===== src/hdl/stk_pkg.sv =====
// ----------------------------------------------------------------------------
// stk_pkg
// Types and constants for the source tokenizer: token codes, scanner modes,
// character codes, the keyword table and the token bundle type.
// ----------------------------------------------------------------------------
package stk_pkg;

  // most tokens one byte can produce
  localparam int MAX_RES = 3;
  // depth of the bundle queue between scanner and output
  localparam int QDEPTH = 4;

  // scanner modes
  typedef enum logic [3:0] {
    M_IDLE   = 4'd0,
    M_OP     = 4'd1,
    M_SLASH  = 4'd2,
    M_LINE   = 4'd3,
    M_BLOCK  = 4'd4,
    M_BSTAR  = 4'd5,
    M_STRING = 4'd6,
    M_NUM    = 4'd7,
    M_NUMDOT = 4'd8,
    M_FRAC   = 4'd9,
    M_IDENT  = 4'd10
  } mode_t;

  // token kinds
  localparam logic [4:0] K_NUMBER = 5'd0;
  localparam logic [4:0] K_IDENT  = 5'd1;
  localparam logic [4:0] K_PLUS   = 5'd9;
  localparam logic [4:0] K_MINUS  = 5'd10;
  localparam logic [4:0] K_STAR   = 5'd11;
  localparam logic [4:0] K_SLASH  = 5'd12;
  localparam logic [4:0] K_ASSIGN = 5'd13;
  localparam logic [4:0] K_BANG   = 5'd15;
  localparam logic [4:0] K_LT     = 5'd17;
  localparam logic [4:0] K_GT     = 5'd19;
  localparam logic [4:0] K_SEMI   = 5'd21;
  localparam logic [4:0] K_COMMA  = 5'd22;
  localparam logic [4:0] K_LPAREN = 5'd23;
  localparam logic [4:0] K_RPAREN = 5'd24;
  localparam logic [4:0] K_LBRACE = 5'd25;
  localparam logic [4:0] K_RBRACE = 5'd26;
  localparam logic [4:0] K_EOF    = 5'd27;

  // error codes
  localparam logic [1:0] ERR_NONE   = 2'd0;
  localparam logic [1:0] ERR_CHAR   = 2'd1;
  localparam logic [1:0] ERR_STRING = 2'd2;

  // character codes
  localparam logic [7:0] CH_TAB    = 8'h09;
  localparam logic [7:0] CH_LF     = 8'h0A;
  localparam logic [7:0] CH_CR     = 8'h0D;
  localparam logic [7:0] CH_SPACE  = 8'h20;
  localparam logic [7:0] CH_BANG   = 8'h21;
  localparam logic [7:0] CH_QUOTE  = 8'h22;
  localparam logic [7:0] CH_LPAREN = 8'h28;
  localparam logic [7:0] CH_RPAREN = 8'h29;
  localparam logic [7:0] CH_STAR   = 8'h2A;
  localparam logic [7:0] CH_PLUS   = 8'h2B;
  localparam logic [7:0] CH_COMMA  = 8'h2C;
  localparam logic [7:0] CH_MINUS  = 8'h2D;
  localparam logic [7:0] CH_DOT    = 8'h2E;
  localparam logic [7:0] CH_SLASH  = 8'h2F;
  localparam logic [7:0] CH_0      = 8'h30;
  localparam logic [7:0] CH_9      = 8'h39;
  localparam logic [7:0] CH_SEMI   = 8'h3B;
  localparam logic [7:0] CH_LT     = 8'h3C;
  localparam logic [7:0] CH_EQ     = 8'h3D;
  localparam logic [7:0] CH_GT     = 8'h3E;
  localparam logic [7:0] CH_UA     = 8'h41;
  localparam logic [7:0] CH_UZ     = 8'h5A;
  localparam logic [7:0] CH_UNDER  = 8'h5F;
  localparam logic [7:0] CH_LA     = 8'h61;
  localparam logic [7:0] CH_LZ     = 8'h7A;
  localparam logic [7:0] CH_LBRACE = 8'h7B;
  localparam logic [7:0] CH_RBRACE = 8'h7D;

  // keyword table, first character in the low byte
  localparam int NKW = 7;
  localparam logic [63:0] KW_TEXT [NKW] = '{
    64'h0000_0000_0074_656C,   // let
    64'h6E6F_6974_636E_7566,   // function
    64'h0000_0000_0000_6669,   // if
    64'h0000_0000_6573_6C65,   // else
    64'h0000_0065_6C69_6877,   // while
    64'h0000_0074_6E69_7270,   // print
    64'h0000_6E72_7574_6572    // return
  };
  localparam int KW_LEN [NKW] = '{3, 8, 2, 4, 5, 5, 6};
  localparam logic [4:0] KW_KIND [NKW] = '{5'd2, 5'd3, 5'd4, 5'd5, 5'd6, 5'd7, 5'd8};

  // one result item
  typedef struct packed {
    logic [4:0]  kind;
    logic [19:0] start;
    logic [20:0] length;
    logic [20:0] line;
    logic [20:0] column;
    logic [1:0]  err;
    logic [7:0]  bad;
  } token_t;

  // all tokens caused by one input item
  typedef struct packed {
    token_t [MAX_RES-1:0] toks;
    logic   [1:0]         count;
  } bundle_t;

  function automatic logic is_digit(input logic [7:0] b);
    return (b >= CH_0) && (b <= CH_9);
  endfunction

  function automatic logic is_alpha(input logic [7:0] b);
    return ((b >= CH_LA) && (b <= CH_LZ)) || ((b >= CH_UA) && (b <= CH_UZ)) ||
           (b == CH_UNDER);
  endfunction

  function automatic logic [4:0] op_base(input logic [7:0] b);
    logic [4:0] k;
    case (b)
      CH_EQ:   k = K_ASSIGN;
      CH_BANG: k = K_BANG;
      CH_LT:   k = K_LT;
      default: k = K_GT;
    endcase
    return k;
  endfunction

endpackage


===== src/hdl/stk_front.sv =====
// ----------------------------------------------------------------------------
// stk_front
// Scanner front end: takes one source byte per item, updates the scanner
// state and produces the bundle of tokens that the byte completes.
// ----------------------------------------------------------------------------
module stk_front #(
  parameter int SOURCE_BYTES  = 1048576,
  parameter int KEYWORD_CHARS = 8
) (
  input  logic            clk,
  input  logic            rst_n,
  input  logic            in_valid,
  output logic            in_stall,
  input  logic [7:0]      in_source_byte,
  input  logic            in_end_of_source,
  input  logic            q_full,
  output logic            q_push,
  output stk_pkg::bundle_t q_data
);
  import stk_pkg::*;

  localparam int CW  = $clog2(SOURCE_BYTES + 2);
  localparam int ILW = $clog2(KEYWORD_CHARS + 2);
  localparam int ICW = KEYWORD_CHARS * 8;
  localparam logic [CW-1:0] SB     = CW'(SOURCE_BYTES);
  localparam logic [CW-1:0] SB_M1  = CW'(SOURCE_BYTES - 1);
  localparam logic [CW-1:0] SB_P1  = CW'(SOURCE_BYTES + 1);

  // scanner state
  mode_t            mode_r, mode_nxt;
  logic [7:0]       held_r, held_nxt;
  logic [CW-1:0]    tstart_r, tstart_nxt;
  logic [CW-1:0]    boff_r, boff_nxt;
  logic [CW-1:0]    line_r, line_nxt;
  logic [CW-1:0]    col_r, col_nxt;
  logic [ICW-1:0]   ichars_r, ichars_nxt;
  logic [ILW-1:0]   ilen_r, ilen_nxt;
  logic             halt_r, halt_nxt;

  // working copies for the byte being scanned
  mode_t            m;
  logic [7:0]       hb;
  logic [CW-1:0]    ts, bo, ln, cl, span;
  logic [ICW-1:0]   ic;
  logic [ILW-1:0]   il;
  logic             hl;
  logic [1:0]       n;
  token_t [MAX_RES-1:0] toks;
  logic             do_idle, is_single;
  logic [7:0]       ib;
  logic [4:0]       sk;
  logic [7:0]       b;
  logic             accept;

  function automatic logic [CW-1:0] inc_off(input logic [CW-1:0] v);
    return (v < SB) ? v + 1'b1 : SB;
  endfunction

  function automatic logic [CW-1:0] inc_lc(input logic [CW-1:0] v);
    return (v < SB_P1) ? v + 1'b1 : SB_P1;
  endfunction

  function automatic logic [CW-1:0] clamp(input logic [CW-1:0] v);
    return (v < SB) ? v : SB_M1;
  endfunction

  function automatic token_t mk_tok(input logic [4:0] kind, input logic [CW-1:0] s,
                                    input logic [CW-1:0] len, input logic [CW-1:0] l,
                                    input logic [CW-1:0] c, input logic [1:0] e,
                                    input logic [7:0] bad);
    token_t     t;
    logic [31:0] s32, len32, l32, c32;
    s32 = 32'(s);
    len32 = 32'(len);
    l32 = 32'(l);
    c32 = 32'(c);
    t.kind = kind;
    t.start = s32[19:0];
    t.length = len32[20:0];
    t.line = l32[20:0];
    t.column = c32[20:0];
    t.err = e;
    t.bad = bad;
    return t;
  endfunction

  // keyword lookup on the kept identifier characters
  function automatic logic [4:0] kw_kind(input logic [ICW-1:0] c, input logic [ILW-1:0] l);
    logic [4:0] kind;
    logic       ok;
    kind = K_IDENT;
    for (int k = 0; k < NKW; k++) begin
      ok = (l == ILW'(KW_LEN[k]));
      for (int i = 0; i < 8; i++) begin
        if ((i < KW_LEN[k]) && (c[i*8 +: 8] != KW_TEXT[k][i*8 +: 8])) ok = 1'b0;
      end
      if (ok && (kind == K_IDENT)) kind = KW_KIND[k];
    end
    return kind;
  endfunction

  assign b        = in_source_byte;
  assign in_stall = q_full;
  assign accept   = in_valid && !q_full;

  // byte scan, in the order the tokens are produced
  always_comb begin
    m = mode_r; hb = held_r; ts = tstart_r; bo = boff_r; ln = line_r; cl = col_r;
    ic = ichars_r; il = ilen_r; hl = halt_r;
    n = 2'd0; toks = '0; do_idle = 1'b0; ib = b; is_single = 1'b0; sk = K_PLUS;
    span = '0;
    if (!hl) begin
      case (m)
        M_OP: begin
          if (b == CH_EQ) begin
            bo = inc_off(bo); cl = inc_lc(cl);
            toks[n] = mk_tok(op_base(hb) + 5'd1, ts, bo - ts, ln, cl, ERR_NONE, 8'd0);
            n = n + 2'd1;
            m = M_IDLE;
          end else begin
            toks[n] = mk_tok(op_base(hb), ts, bo - ts, ln, cl, ERR_NONE, 8'd0);
            n = n + 2'd1;
            do_idle = 1'b1;
          end
        end
        M_SLASH: begin
          if (b == CH_SLASH) begin
            bo = inc_off(bo); cl = inc_lc(cl); m = M_LINE;
          end else if (b == CH_STAR) begin
            bo = inc_off(bo); cl = inc_lc(cl); m = M_BLOCK;
          end else begin
            toks[n] = mk_tok(K_SLASH, ts, bo - ts, ln, cl, ERR_NONE, 8'd0);
            n = n + 2'd1;
            do_idle = 1'b1;
          end
        end
        M_LINE: begin
          if (b == CH_LF) do_idle = 1'b1;
          else begin
            bo = inc_off(bo); cl = inc_lc(cl);
          end
        end
        M_BLOCK, M_BSTAR: begin
          if ((m == M_BSTAR) && (b == CH_SLASH)) begin
            bo = inc_off(bo); cl = inc_lc(cl); m = M_IDLE;
          end else begin
            if (b == CH_LF) begin
              ln = inc_lc(ln); cl = CW'(1);
            end
            bo = inc_off(bo); cl = inc_lc(cl);
            m = (b == CH_STAR) ? M_BSTAR : M_BLOCK;
          end
        end
        M_STRING: begin
          if (b == CH_QUOTE) begin
            bo = inc_off(bo); cl = inc_lc(cl);
            span = bo - ts;
            toks[n] = mk_tok(K_IDENT, ts + 1'b1, (span >= CW'(2)) ? span - CW'(2) : '0,
                             ln, cl, ERR_NONE, 8'd0);
            n = n + 2'd1;
            m = M_IDLE;
          end else begin
            if (b == CH_LF) begin
              ln = inc_lc(ln); cl = CW'(1);
            end
            bo = inc_off(bo); cl = inc_lc(cl);
          end
        end
        M_NUM, M_FRAC: begin
          if (is_digit(b)) begin
            bo = inc_off(bo); cl = inc_lc(cl);
          end else if ((b == CH_DOT) && (m == M_NUM)) begin
            m = M_NUMDOT;
          end else begin
            toks[n] = mk_tok(K_NUMBER, ts, bo - ts, ln, cl, ERR_NONE, 8'd0);
            n = n + 2'd1;
            do_idle = 1'b1;
          end
        end
        M_NUMDOT: begin
          if (is_digit(b)) begin
            bo = inc_off(bo); cl = inc_lc(cl);
            bo = inc_off(bo); cl = inc_lc(cl);
            m = M_FRAC;
          end else begin
            // the deferred dot becomes an unexpected character
            toks[n] = mk_tok(K_NUMBER, ts, bo - ts, ln, cl, ERR_NONE, 8'd0);
            n = n + 2'd1;
            do_idle = 1'b1;
            ib = CH_DOT;
          end
        end
        M_IDENT: begin
          if (is_alpha(b) || is_digit(b)) begin
            bo = inc_off(bo); cl = inc_lc(cl);
            for (int i = 0; i < KEYWORD_CHARS; i++) begin
              if ((il < ILW'(KEYWORD_CHARS)) && (il == ILW'(i))) ic[i*8 +: 8] = b;
            end
            if (il <= ILW'(KEYWORD_CHARS)) il = il + 1'b1;
          end else begin
            toks[n] = mk_tok(kw_kind(ic, il), ts, bo - ts, ln, cl, ERR_NONE, 8'd0);
            n = n + 2'd1;
            do_idle = 1'b1;
          end
        end
        default: do_idle = 1'b1;
      endcase

      // byte between tokens
      if (do_idle) begin
        ts = clamp(bo);
        bo = inc_off(bo); cl = inc_lc(cl);
        m = M_IDLE;
        case (ib)
          CH_SPACE, CH_TAB, CH_CR: ;
          CH_LF: begin
            ln = inc_lc(ln); cl = CW'(1);
          end
          CH_PLUS:   begin is_single = 1'b1; sk = K_PLUS;   end
          CH_MINUS:  begin is_single = 1'b1; sk = K_MINUS;  end
          CH_STAR:   begin is_single = 1'b1; sk = K_STAR;   end
          CH_SEMI:   begin is_single = 1'b1; sk = K_SEMI;   end
          CH_COMMA:  begin is_single = 1'b1; sk = K_COMMA;  end
          CH_LPAREN: begin is_single = 1'b1; sk = K_LPAREN; end
          CH_RPAREN: begin is_single = 1'b1; sk = K_RPAREN; end
          CH_LBRACE: begin is_single = 1'b1; sk = K_LBRACE; end
          CH_RBRACE: begin is_single = 1'b1; sk = K_RBRACE; end
          CH_EQ, CH_BANG, CH_LT, CH_GT: begin
            hb = ib; m = M_OP;
          end
          CH_SLASH: m = M_SLASH;
          CH_QUOTE: m = M_STRING;
          default: begin
            if (is_digit(ib)) m = M_NUM;
            else if (is_alpha(ib)) begin
              ic = '0; ic[7:0] = ib; il = ILW'(1); m = M_IDENT;
            end else begin
              toks[n] = mk_tok(K_NUMBER, ts, CW'(1), ln, cl, ERR_CHAR, ib);
              n = n + 2'd1;
              hl = 1'b1;
            end
          end
        endcase
        if (is_single) begin
          toks[n] = mk_tok(sk, ts, bo - ts, ln, cl, ERR_NONE, 8'd0);
          n = n + 2'd1;
        end
      end
    end

    // end of source: flush, end-of-file unless an error halted the scan, back to reset state
    if (in_end_of_source) begin
      if (!hl) begin
        case (m)
          M_OP: begin
            toks[n] = mk_tok(op_base(hb), ts, bo - ts, ln, cl, ERR_NONE, 8'd0);
            n = n + 2'd1;
          end
          M_SLASH: begin
            toks[n] = mk_tok(K_SLASH, ts, bo - ts, ln, cl, ERR_NONE, 8'd0);
            n = n + 2'd1;
          end
          M_NUM, M_FRAC: begin
            toks[n] = mk_tok(K_NUMBER, ts, bo - ts, ln, cl, ERR_NONE, 8'd0);
            n = n + 2'd1;
          end
          M_NUMDOT: begin
            toks[n] = mk_tok(K_NUMBER, ts, bo - ts, ln, cl, ERR_NONE, 8'd0);
            n = n + 2'd1;
            ts = clamp(bo);
            bo = inc_off(bo); cl = inc_lc(cl);
            toks[n] = mk_tok(K_NUMBER, ts, CW'(1), ln, cl, ERR_CHAR, CH_DOT);
            n = n + 2'd1;
            hl = 1'b1;
          end
          M_IDENT: begin
            toks[n] = mk_tok(kw_kind(ic, il), ts, bo - ts, ln, cl, ERR_NONE, 8'd0);
            n = n + 2'd1;
          end
          M_STRING: begin
            toks[n] = mk_tok(K_NUMBER, ts, bo - ts, ln, cl, ERR_STRING, 8'd0);
            n = n + 2'd1;
            hl = 1'b1;
          end
          default: ;
        endcase
        if (!hl) begin
          toks[n] = mk_tok(K_EOF, clamp(bo), '0, ln, cl, ERR_NONE, 8'd0);
          n = n + 2'd1;
        end
      end
      m = M_IDLE; hb = 8'd0; ts = '0; bo = '0; ln = CW'(1); cl = CW'(1);
      ic = '0; il = '0; hl = 1'b0;
    end
  end

  // next state
  always_comb begin
    mode_nxt = mode_r; held_nxt = held_r; tstart_nxt = tstart_r; boff_nxt = boff_r;
    line_nxt = line_r; col_nxt = col_r; ichars_nxt = ichars_r; ilen_nxt = ilen_r;
    halt_nxt = halt_r;
    if (accept) begin
      mode_nxt = m; held_nxt = hb; tstart_nxt = ts; boff_nxt = bo;
      line_nxt = ln; col_nxt = cl; ichars_nxt = ic; ilen_nxt = il; halt_nxt = hl;
    end
  end

  // queue write
  always_comb begin
    q_push = accept && (n != 2'd0);
    q_data.toks = toks;
    q_data.count = n;
  end

  always_ff @(posedge clk) begin
    if (!rst_n) begin
      mode_r   <= M_IDLE;
      held_r   <= 8'd0;
      tstart_r <= '0;
      boff_r   <= '0;
      line_r   <= CW'(1);
      col_r    <= CW'(1);
      ichars_r <= '0;
      ilen_r   <= '0;
      halt_r   <= 1'b0;
    end else begin
      mode_r   <= mode_nxt;
      held_r   <= held_nxt;
      tstart_r <= tstart_nxt;
      boff_r   <= boff_nxt;
      line_r   <= line_nxt;
      col_r    <= col_nxt;
      ichars_r <= ichars_nxt;
      ilen_r   <= ilen_nxt;
      halt_r   <= halt_nxt;
    end
  end

endmodule


===== src/hdl/stk_queue.sv =====
// ----------------------------------------------------------------------------
// stk_queue
// Short queue of token bundles between the scanner and the output side.
// ----------------------------------------------------------------------------
module stk_queue #(
  parameter int DEPTH = 4
) (
  input  logic             clk,
  input  logic             rst_n,
  input  logic             push,
  input  stk_pkg::bundle_t wdata,
  input  logic             pop,
  output stk_pkg::bundle_t head,
  output logic             empty,
  output logic             full
);
  import stk_pkg::*;

  localparam int PW = (DEPTH > 1) ? $clog2(DEPTH) : 1;
  localparam int NW = $clog2(DEPTH + 1);

  bundle_t        ent_r [DEPTH];
  logic [PW-1:0]  wptr_r, wptr_nxt, rptr_r, rptr_nxt;
  logic [NW-1:0]  cnt_r, cnt_nxt;

  assign empty = (cnt_r == '0);
  assign full  = (cnt_r == NW'(DEPTH));
  assign head  = ent_r[rptr_r];

  // pointer and fill updates
  always_comb begin
    wptr_nxt = wptr_r;
    rptr_nxt = rptr_r;
    cnt_nxt  = cnt_r;
    if (push) wptr_nxt = (wptr_r == PW'(DEPTH - 1)) ? '0 : wptr_r + 1'b1;
    if (pop)  rptr_nxt = (rptr_r == PW'(DEPTH - 1)) ? '0 : rptr_r + 1'b1;
    if (push && !pop) cnt_nxt = cnt_r + 1'b1;
    else if (pop && !push) cnt_nxt = cnt_r - 1'b1;
  end

  always_ff @(posedge clk) begin
    if (!rst_n) begin
      wptr_r <= '0;
      rptr_r <= '0;
      cnt_r  <= '0;
    end else begin
      wptr_r <= wptr_nxt;
      rptr_r <= rptr_nxt;
      cnt_r  <= cnt_nxt;
    end
  end

  // entry storage
  always_ff @(posedge clk) begin
    if (push) ent_r[wptr_r] <= wdata;
  end

endmodule


===== src/hdl/stk_back.sv =====
// ----------------------------------------------------------------------------
// stk_back
// Output side: walks the tokens of the head bundle one per item and marks
// the last one of each bundle.
// ----------------------------------------------------------------------------
module stk_back (
  input  logic             clk,
  input  logic             rst_n,
  input  stk_pkg::bundle_t head,
  input  logic             empty,
  output logic             pop,
  output logic             out_valid,
  input  logic             out_stall,
  output logic [4:0]       out_token_kind,
  output logic [19:0]      out_start_offset,
  output logic [20:0]      out_token_length,
  output logic [20:0]      out_line_number,
  output logic [20:0]      out_column_number,
  output logic [1:0]       out_error_code,
  output logic [7:0]       out_bad_byte,
  output logic             out_last_of_run
);
  import stk_pkg::*;

  logic [1:0] idx_r, idx_nxt;
  token_t     tok;
  logic       last, take;

  assign tok  = head.toks[idx_r];
  assign last = (idx_r == head.count - 2'd1);
  assign take = out_valid && !out_stall;
  assign pop  = take && last;

  // token select
  always_comb begin
    out_valid         = !empty;
    out_token_kind    = tok.kind;
    out_start_offset  = tok.start;
    out_token_length  = tok.length;
    out_line_number   = tok.line;
    out_column_number = tok.column;
    out_error_code    = tok.err;
    out_bad_byte      = tok.bad;
    out_last_of_run   = last;
  end

  // position within the bundle
  always_comb begin
    idx_nxt = idx_r;
    if (take) idx_nxt = last ? 2'd0 : idx_r + 2'd1;
  end

  always_ff @(posedge clk) begin
    if (!rst_n) begin
      idx_r <= 2'd0;
    end else begin
      idx_r <= idx_nxt;
    end
  end

endmodule


===== src/hdl/source_code_tokenizer.sv =====
// ----------------------------------------------------------------------------
// source_code_tokenizer
// Streaming lexer: source bytes in, tokens with position and error info out.
//
//   channel  direction  handshake            payload
//   in_      input      in_valid/in_stall    source byte, end-of-source flag
//   out_     output     out_valid/out_stall  kind, span, line, column, error
//
// One byte is taken per cycle while the bundle queue has room. A byte yields
// zero to three tokens; the output side sends one token per cycle while
// out_stall is low, so a byte with k tokens takes k transfers. Reset (rst_n
// low, sync) empties the queue and returns the scanner to its idle state.
// Either side may stall; the queue of QDEPTH bundles absorbs the difference.
// ----------------------------------------------------------------------------
module source_code_tokenizer #(
  parameter int SOURCE_BYTES  = 1048576,
  parameter int KEYWORD_CHARS = 8
) (
  input  logic        clk,
  input  logic        rst_n,
  input  logic        in_valid,
  output logic        in_stall,
  input  logic [7:0]  in_source_byte,
  input  logic        in_end_of_source,
  output logic        out_valid,
  input  logic        out_stall,
  output logic [4:0]  out_token_kind,
  output logic [19:0] out_start_offset,
  output logic [20:0] out_token_length,
  output logic [20:0] out_line_number,
  output logic [20:0] out_column_number,
  output logic [1:0]  out_error_code,
  output logic [7:0]  out_bad_byte,
  output logic        out_last_of_run
);
  import stk_pkg::*;

  logic    q_push, q_pop, q_empty, q_full;
  bundle_t q_wdata, q_head;

  // scanner
  stk_front #(
    .SOURCE_BYTES  (SOURCE_BYTES),
    .KEYWORD_CHARS (KEYWORD_CHARS)
  ) u_front (
    .clk              (clk),
    .rst_n            (rst_n),
    .in_valid         (in_valid),
    .in_stall         (in_stall),
    .in_source_byte   (in_source_byte),
    .in_end_of_source (in_end_of_source),
    .q_full           (q_full),
    .q_push           (q_push),
    .q_data           (q_wdata)
  );

  // bundle queue
  stk_queue #(
    .DEPTH (QDEPTH)
  ) u_queue (
    .clk   (clk),
    .rst_n (rst_n),
    .push  (q_push),
    .wdata (q_wdata),
    .pop   (q_pop),
    .head  (q_head),
    .empty (q_empty),
    .full  (q_full)
  );

  // token output
  stk_back u_back (
    .clk               (clk),
    .rst_n             (rst_n),
    .head              (q_head),
    .empty             (q_empty),
    .pop               (q_pop),
    .out_valid         (out_valid),
    .out_stall         (out_stall),
    .out_token_kind    (out_token_kind),
    .out_start_offset  (out_start_offset),
    .out_token_length  (out_token_length),
    .out_line_number   (out_line_number),
    .out_column_number (out_column_number),
    .out_error_code    (out_error_code),
    .out_bad_byte      (out_bad_byte),
    .out_last_of_run   (out_last_of_run)
  );

endmodule


===== config.mk =====
export PLATFORM = sky130hd
export DESIGN_NAME = source_code_tokenizer
export DESIGN_NICKNAME = d
export VERILOG_FILES = /design/src/hdl/stk_pkg.sv /design/src/hdl/stk_front.sv /design/src/hdl/stk_queue.sv /design/src/hdl/stk_back.sv /design/src/hdl/source_code_tokenizer.sv
export SDC_FILE = /design/constraint.sdc
export NUM_CORES = 2
export LEC_CHECK = 0
export BUFFER_PORTS_ARGS = -buffer_cell sky130_fd_sc_hd__buf_4
export CELL_PAD_IN_SITES_DETAIL_PLACEMENT = 1
export CELL_PAD_IN_SITES_GLOBAL_PLACEMENT = 1
export CORE_UTILIZATION = 47
export DETAILED_ROUTE_END_ITERATION = 6
export PLACE_DENSITY = 0.84
export SLEW_MARGIN = 10
export SYNTH_ARGS = -nofsm -noshare
export SYNTH_HDL_FRONTEND = slang
export SYNTH_HIERARCHICAL = 1
export SYNTH_SLANG_ARGS = --single-unit

===== constraint.sdc =====
create_clock -name clk -period 11.37 [get_ports clk]
set_input_delay 0 -clock clk [delete_from_list [all_inputs] [get_ports clk]]
set_output_delay 0 -clock clk [all_outputs]
set_load 0.02 [all_outputs]

==> results_dict.tcl <==
set metrics [dict create \
    post_cts_buffers 0 \
    synth-simple-area-share_pct 14.19 \
    cp-start-kind "flop" \
    n_fill_cell 17070 \
    finalSetupViolCount 0 \
    wl_met3_um 48830 \
    hold_ws_ns 0.09011 \
    ios 114 \
    clock_sinks 1360 \
    yosysWarnings 6 \
    cts.path.max_buffers 3 \
    cp_max_fo 54 \
    period_share_pct 88.99 \
    track_usage_pct 40.73 \
    hold_viol_final 0 \
    cp_data_arrival_time_ns 10.58 \
    yosysTopAreaCell "edfxtp_1" \
    initial_core_util_pct 47.52 \
    crit_type "flop to flop" \
    die_w_um 408.6 \
    first_global_vias 67250 \
    die_area_um2 167000 \
    pre_cts_ws_ns 1.590 \
    status "finished, violations left" \
    p_leak_nw 27.90 \
    wl_per_cell_um 37.82 \
    fin_crit_ns 10.12 \
    core_area_um2 163500 \
    port_buffers 113 \
    fmax_mhz 98.84 \
    slew_viol_final 0 \
    synthMuxAreaShare_pct 10.35 \
    clk_latency_ns 0.86 \
    slew_headroom_pct 2.571 \
    ir_drop_v 0.0001994 \
    cts_made_buffers 144 \
    total_power_mw 19.22 \
    synth_edf_count 1184 \
    vias 68510 \
    nets 7058 \
    synth_xor_area_share_pct 2.435 \
    async_flop_share_pct 0 \
    grt_max_degree 138 \
    area_delta_synth_final_pct 10.26 \
    endpoint_kind "flop" \
    wl_met1_um 127300 \
    finalNonFillerCells 9238 \
    first_pass_iters 7 \
    hp-class "input port to flop" \
    multiInputGateArea_um2 35820 \
    grt_pass1_wl_um 494800 \
    critPathRequiredTime_ns 11.83 \
    synth_top_area_share_pct 45.76 \
    synth-seq-cells 1360 \
    cts_tree "done" \
    cts_max_level 4 \
    min_path_cells 5 \
    std_cell_rows 148 \
    synth-compound-area-share_pct 16.94 \
    clk_pin_slew_ns 0.07 \
    setup_ws_ns 1.252 \
    wl_met2_um 151200 \
    top_layer "met5" \
    power_density_nw_per_um2 224.3 \
    final-seq-area_um2 39100 \
    drtIter0Drc 12280 \
    violations "design-rule violations" \
    place.gp.congestion 1.050 \
    hpwl_um 237700 \
    viasPerCell 7.416 \
    cts-root-buf "clkbuf_16" \
    ant_nets 0 \
    grt-ovfl-total 0 \
    reg2reg_depth 23 \
    synthDistinctLibCells 134 \
    synth_flop_cell "edfxtp_1" \
    synth_top_family_by_area "compound AO/OA/AOI/OAI gates" \
    drc_errors 23 \
    wirelength_um 349300 \
    drive_gt1_share_pct 14.27 \
    synth_area_per_cell_um2 11.18 \
    synth_cells 6951 \
    setup_tns_ns 0 \
    synth_area_leaders "edfxtp_1 (46%), mux4_2 (8.6%), dfxtp_1 (4.5%), nand2_1 (3.0%), a21oi_1 (2.8%)" \
    synth_fa_ha_area_share_pct 1.964 \
    die_h_um 408.6 \
    syn_area_um2 77700 \
    fin_skew_ns 0.06272 \
    worst_pin_slew_ns 1.456 \
    seq_area_frac_synth_pct 50.29 \
    grt_antenna_before_repair 21 \
    rsz0062_at_grt "no" \
    drv_cap 0 \
    place_inst 8944 \
]
[worst max-delay path, cell delays in order, from the launching register on]
cell      delay [ns]
dfxtp_1         0.90
and4bb_2        0.34
o311ai_1        0.29
nand4_1         1.21
nor2_1          0.83
inv_1           0.26
ha_1            0.27
nand2_1         0.19
inv_1           0.07
ha_1            0.28
o21ai_0         0.08
nand2_1         0.19
ha_1            0.63
o21ai_0         0.17
o211ai_1        0.17
inv_1           0.11
ha_1            0.30
nand2_1         0.05
o21ai_0         0.09
o21ai_0         1.02
buf_4           0.29
o21a_1          0.33
and2_4          0.81
buf_4           0.74
[power by group]
part           internal [mW]  switching [mW]
combinational           2.36            5.44
sequential              6.22           0.313
clock                   2.68            2.19
[per-stage QoR]
step	cell area, µm²	utilization, %
after floorplan	77720	-
after global placement	80730	49.37
after detailed placement	80730	49.37
after CTS	85620	52.36
after global routing	85620	52.37
final	85670	52.40
[path summary, 6_finish.rpt]
| path | from | endpoint | slack (ns) |
|---|---|---|---|
| max | u_front/mode_r[0]$_SDFFE_PN0P_ | u_queue/ent_r[1][181]$_DFFE_PP_ | 1.25 |
| min | in_valid | u_queue/wptr_r[1]$_SDFFE_PN0P_ | 0.09 |
| min reg2reg | u_front/held_r[5]$_SDFFE_PN0P_ | u_front/held_r[5]$_SDFFE_PN0P_ | 0.48 |
| max reg2reg | u_front/mode_r[0]$_SDFFE_PN0P_ | u_queue/ent_r[1][181]$_DFFE_PP_ | 1.25 |
[cell families after synthesis]
| family | after synthesis |
|---|---|
| xor+xnor | 216 |
| flops | 1360 |
| simple gates | 2172 |
| mux | 432 |
| fa+ha+maj | 119 |
| other cells | 1 |
| compound gates | 1988 |
| buf+inv | 663 |
[state kept, by name, indices dropped and copies added (netlist names), named ones only]
register          cells
u_queue/wptr_r        2
u_front/ilen_r        4
u_front/boff_r       21
u_front/tstart_r     21
u_front/line_r       21
u_front/halt_r        1
u_queue/ent_r      1184
u_queue/cnt_r         3
u_front/col_r        21
u_front/ichars_r     64
u_front/mode_r        4
u_front/held_r        8
u_queue/rptr_r        2
u_back/idx_r          2
[cell usage after synthesis (all sizes together) (156+ instances only)]
cell type / n
o21ai: 552
xnor2: 156
buf: 187
clkbuf: 312
dfxtp: 176
mux4: 296
inv: 163
a21oi: 437
nor2: 503
a22oi: 183
nand3: 167
nand2: 633
edfxtp: 1184
[final cells by class]
cell class              count  share of cell area, %
well taps                2175                  3.176
clock inverters            80                  1.062
flip-flops and latches   1360                  45.63
multi-input cells        4931                  41.81
diodes                     19                0.05550
inverters                 164                 0.7185
clock buffers             184                  4.513
repair buffers            325                  3.026
[metal layers]
layer / track usage [%] / up-vias
li1: - / 26960
met4: 20.38 / 22
met5: 0.4885 / -
met3: 13.95 / 1418
met2: 60.72 / 5948
met1: 52.70 / 34160
[layout by cell type (no fill, tap or decap), types with 138 or more instances in the layout]
| cell | netlist | routed |
|---|---|---|
| edfxtp_1 | 1184 | 1184 |
| nand2_1 | 630 | 628 |
| nor2_1 | 498 | 483 |
| a21oi_1 | 437 | 436 |
| o21ai_0 | 410 | 404 |
| buf_4 | 31 | 304 |
| mux4_2 | 296 | 296 |
| a22oi_1 | 182 | 182 |
| dfxtp_1 | 176 | 171 |
| nand3_1 | 164 | 164 |
| inv_1 | 163 | 163 |
| xnor2_1 | 156 | 156 |
| clkbuf_16 | 0 | 146 |
| o21ai_1 | 137 | 142 |
| nor3_1 | 140 | 140 |
| nor2b_1 | 142 | 138 |
[timing repair]
| action | 4_1_cts | 5_1_grt |
|---|---|---|
| endpoints found under the hold margin | 123 | 0 |
| hold buffers | 11 | 0 |
| resized for setup | 0 | 0 |
(Power assumes the default switching activity.)
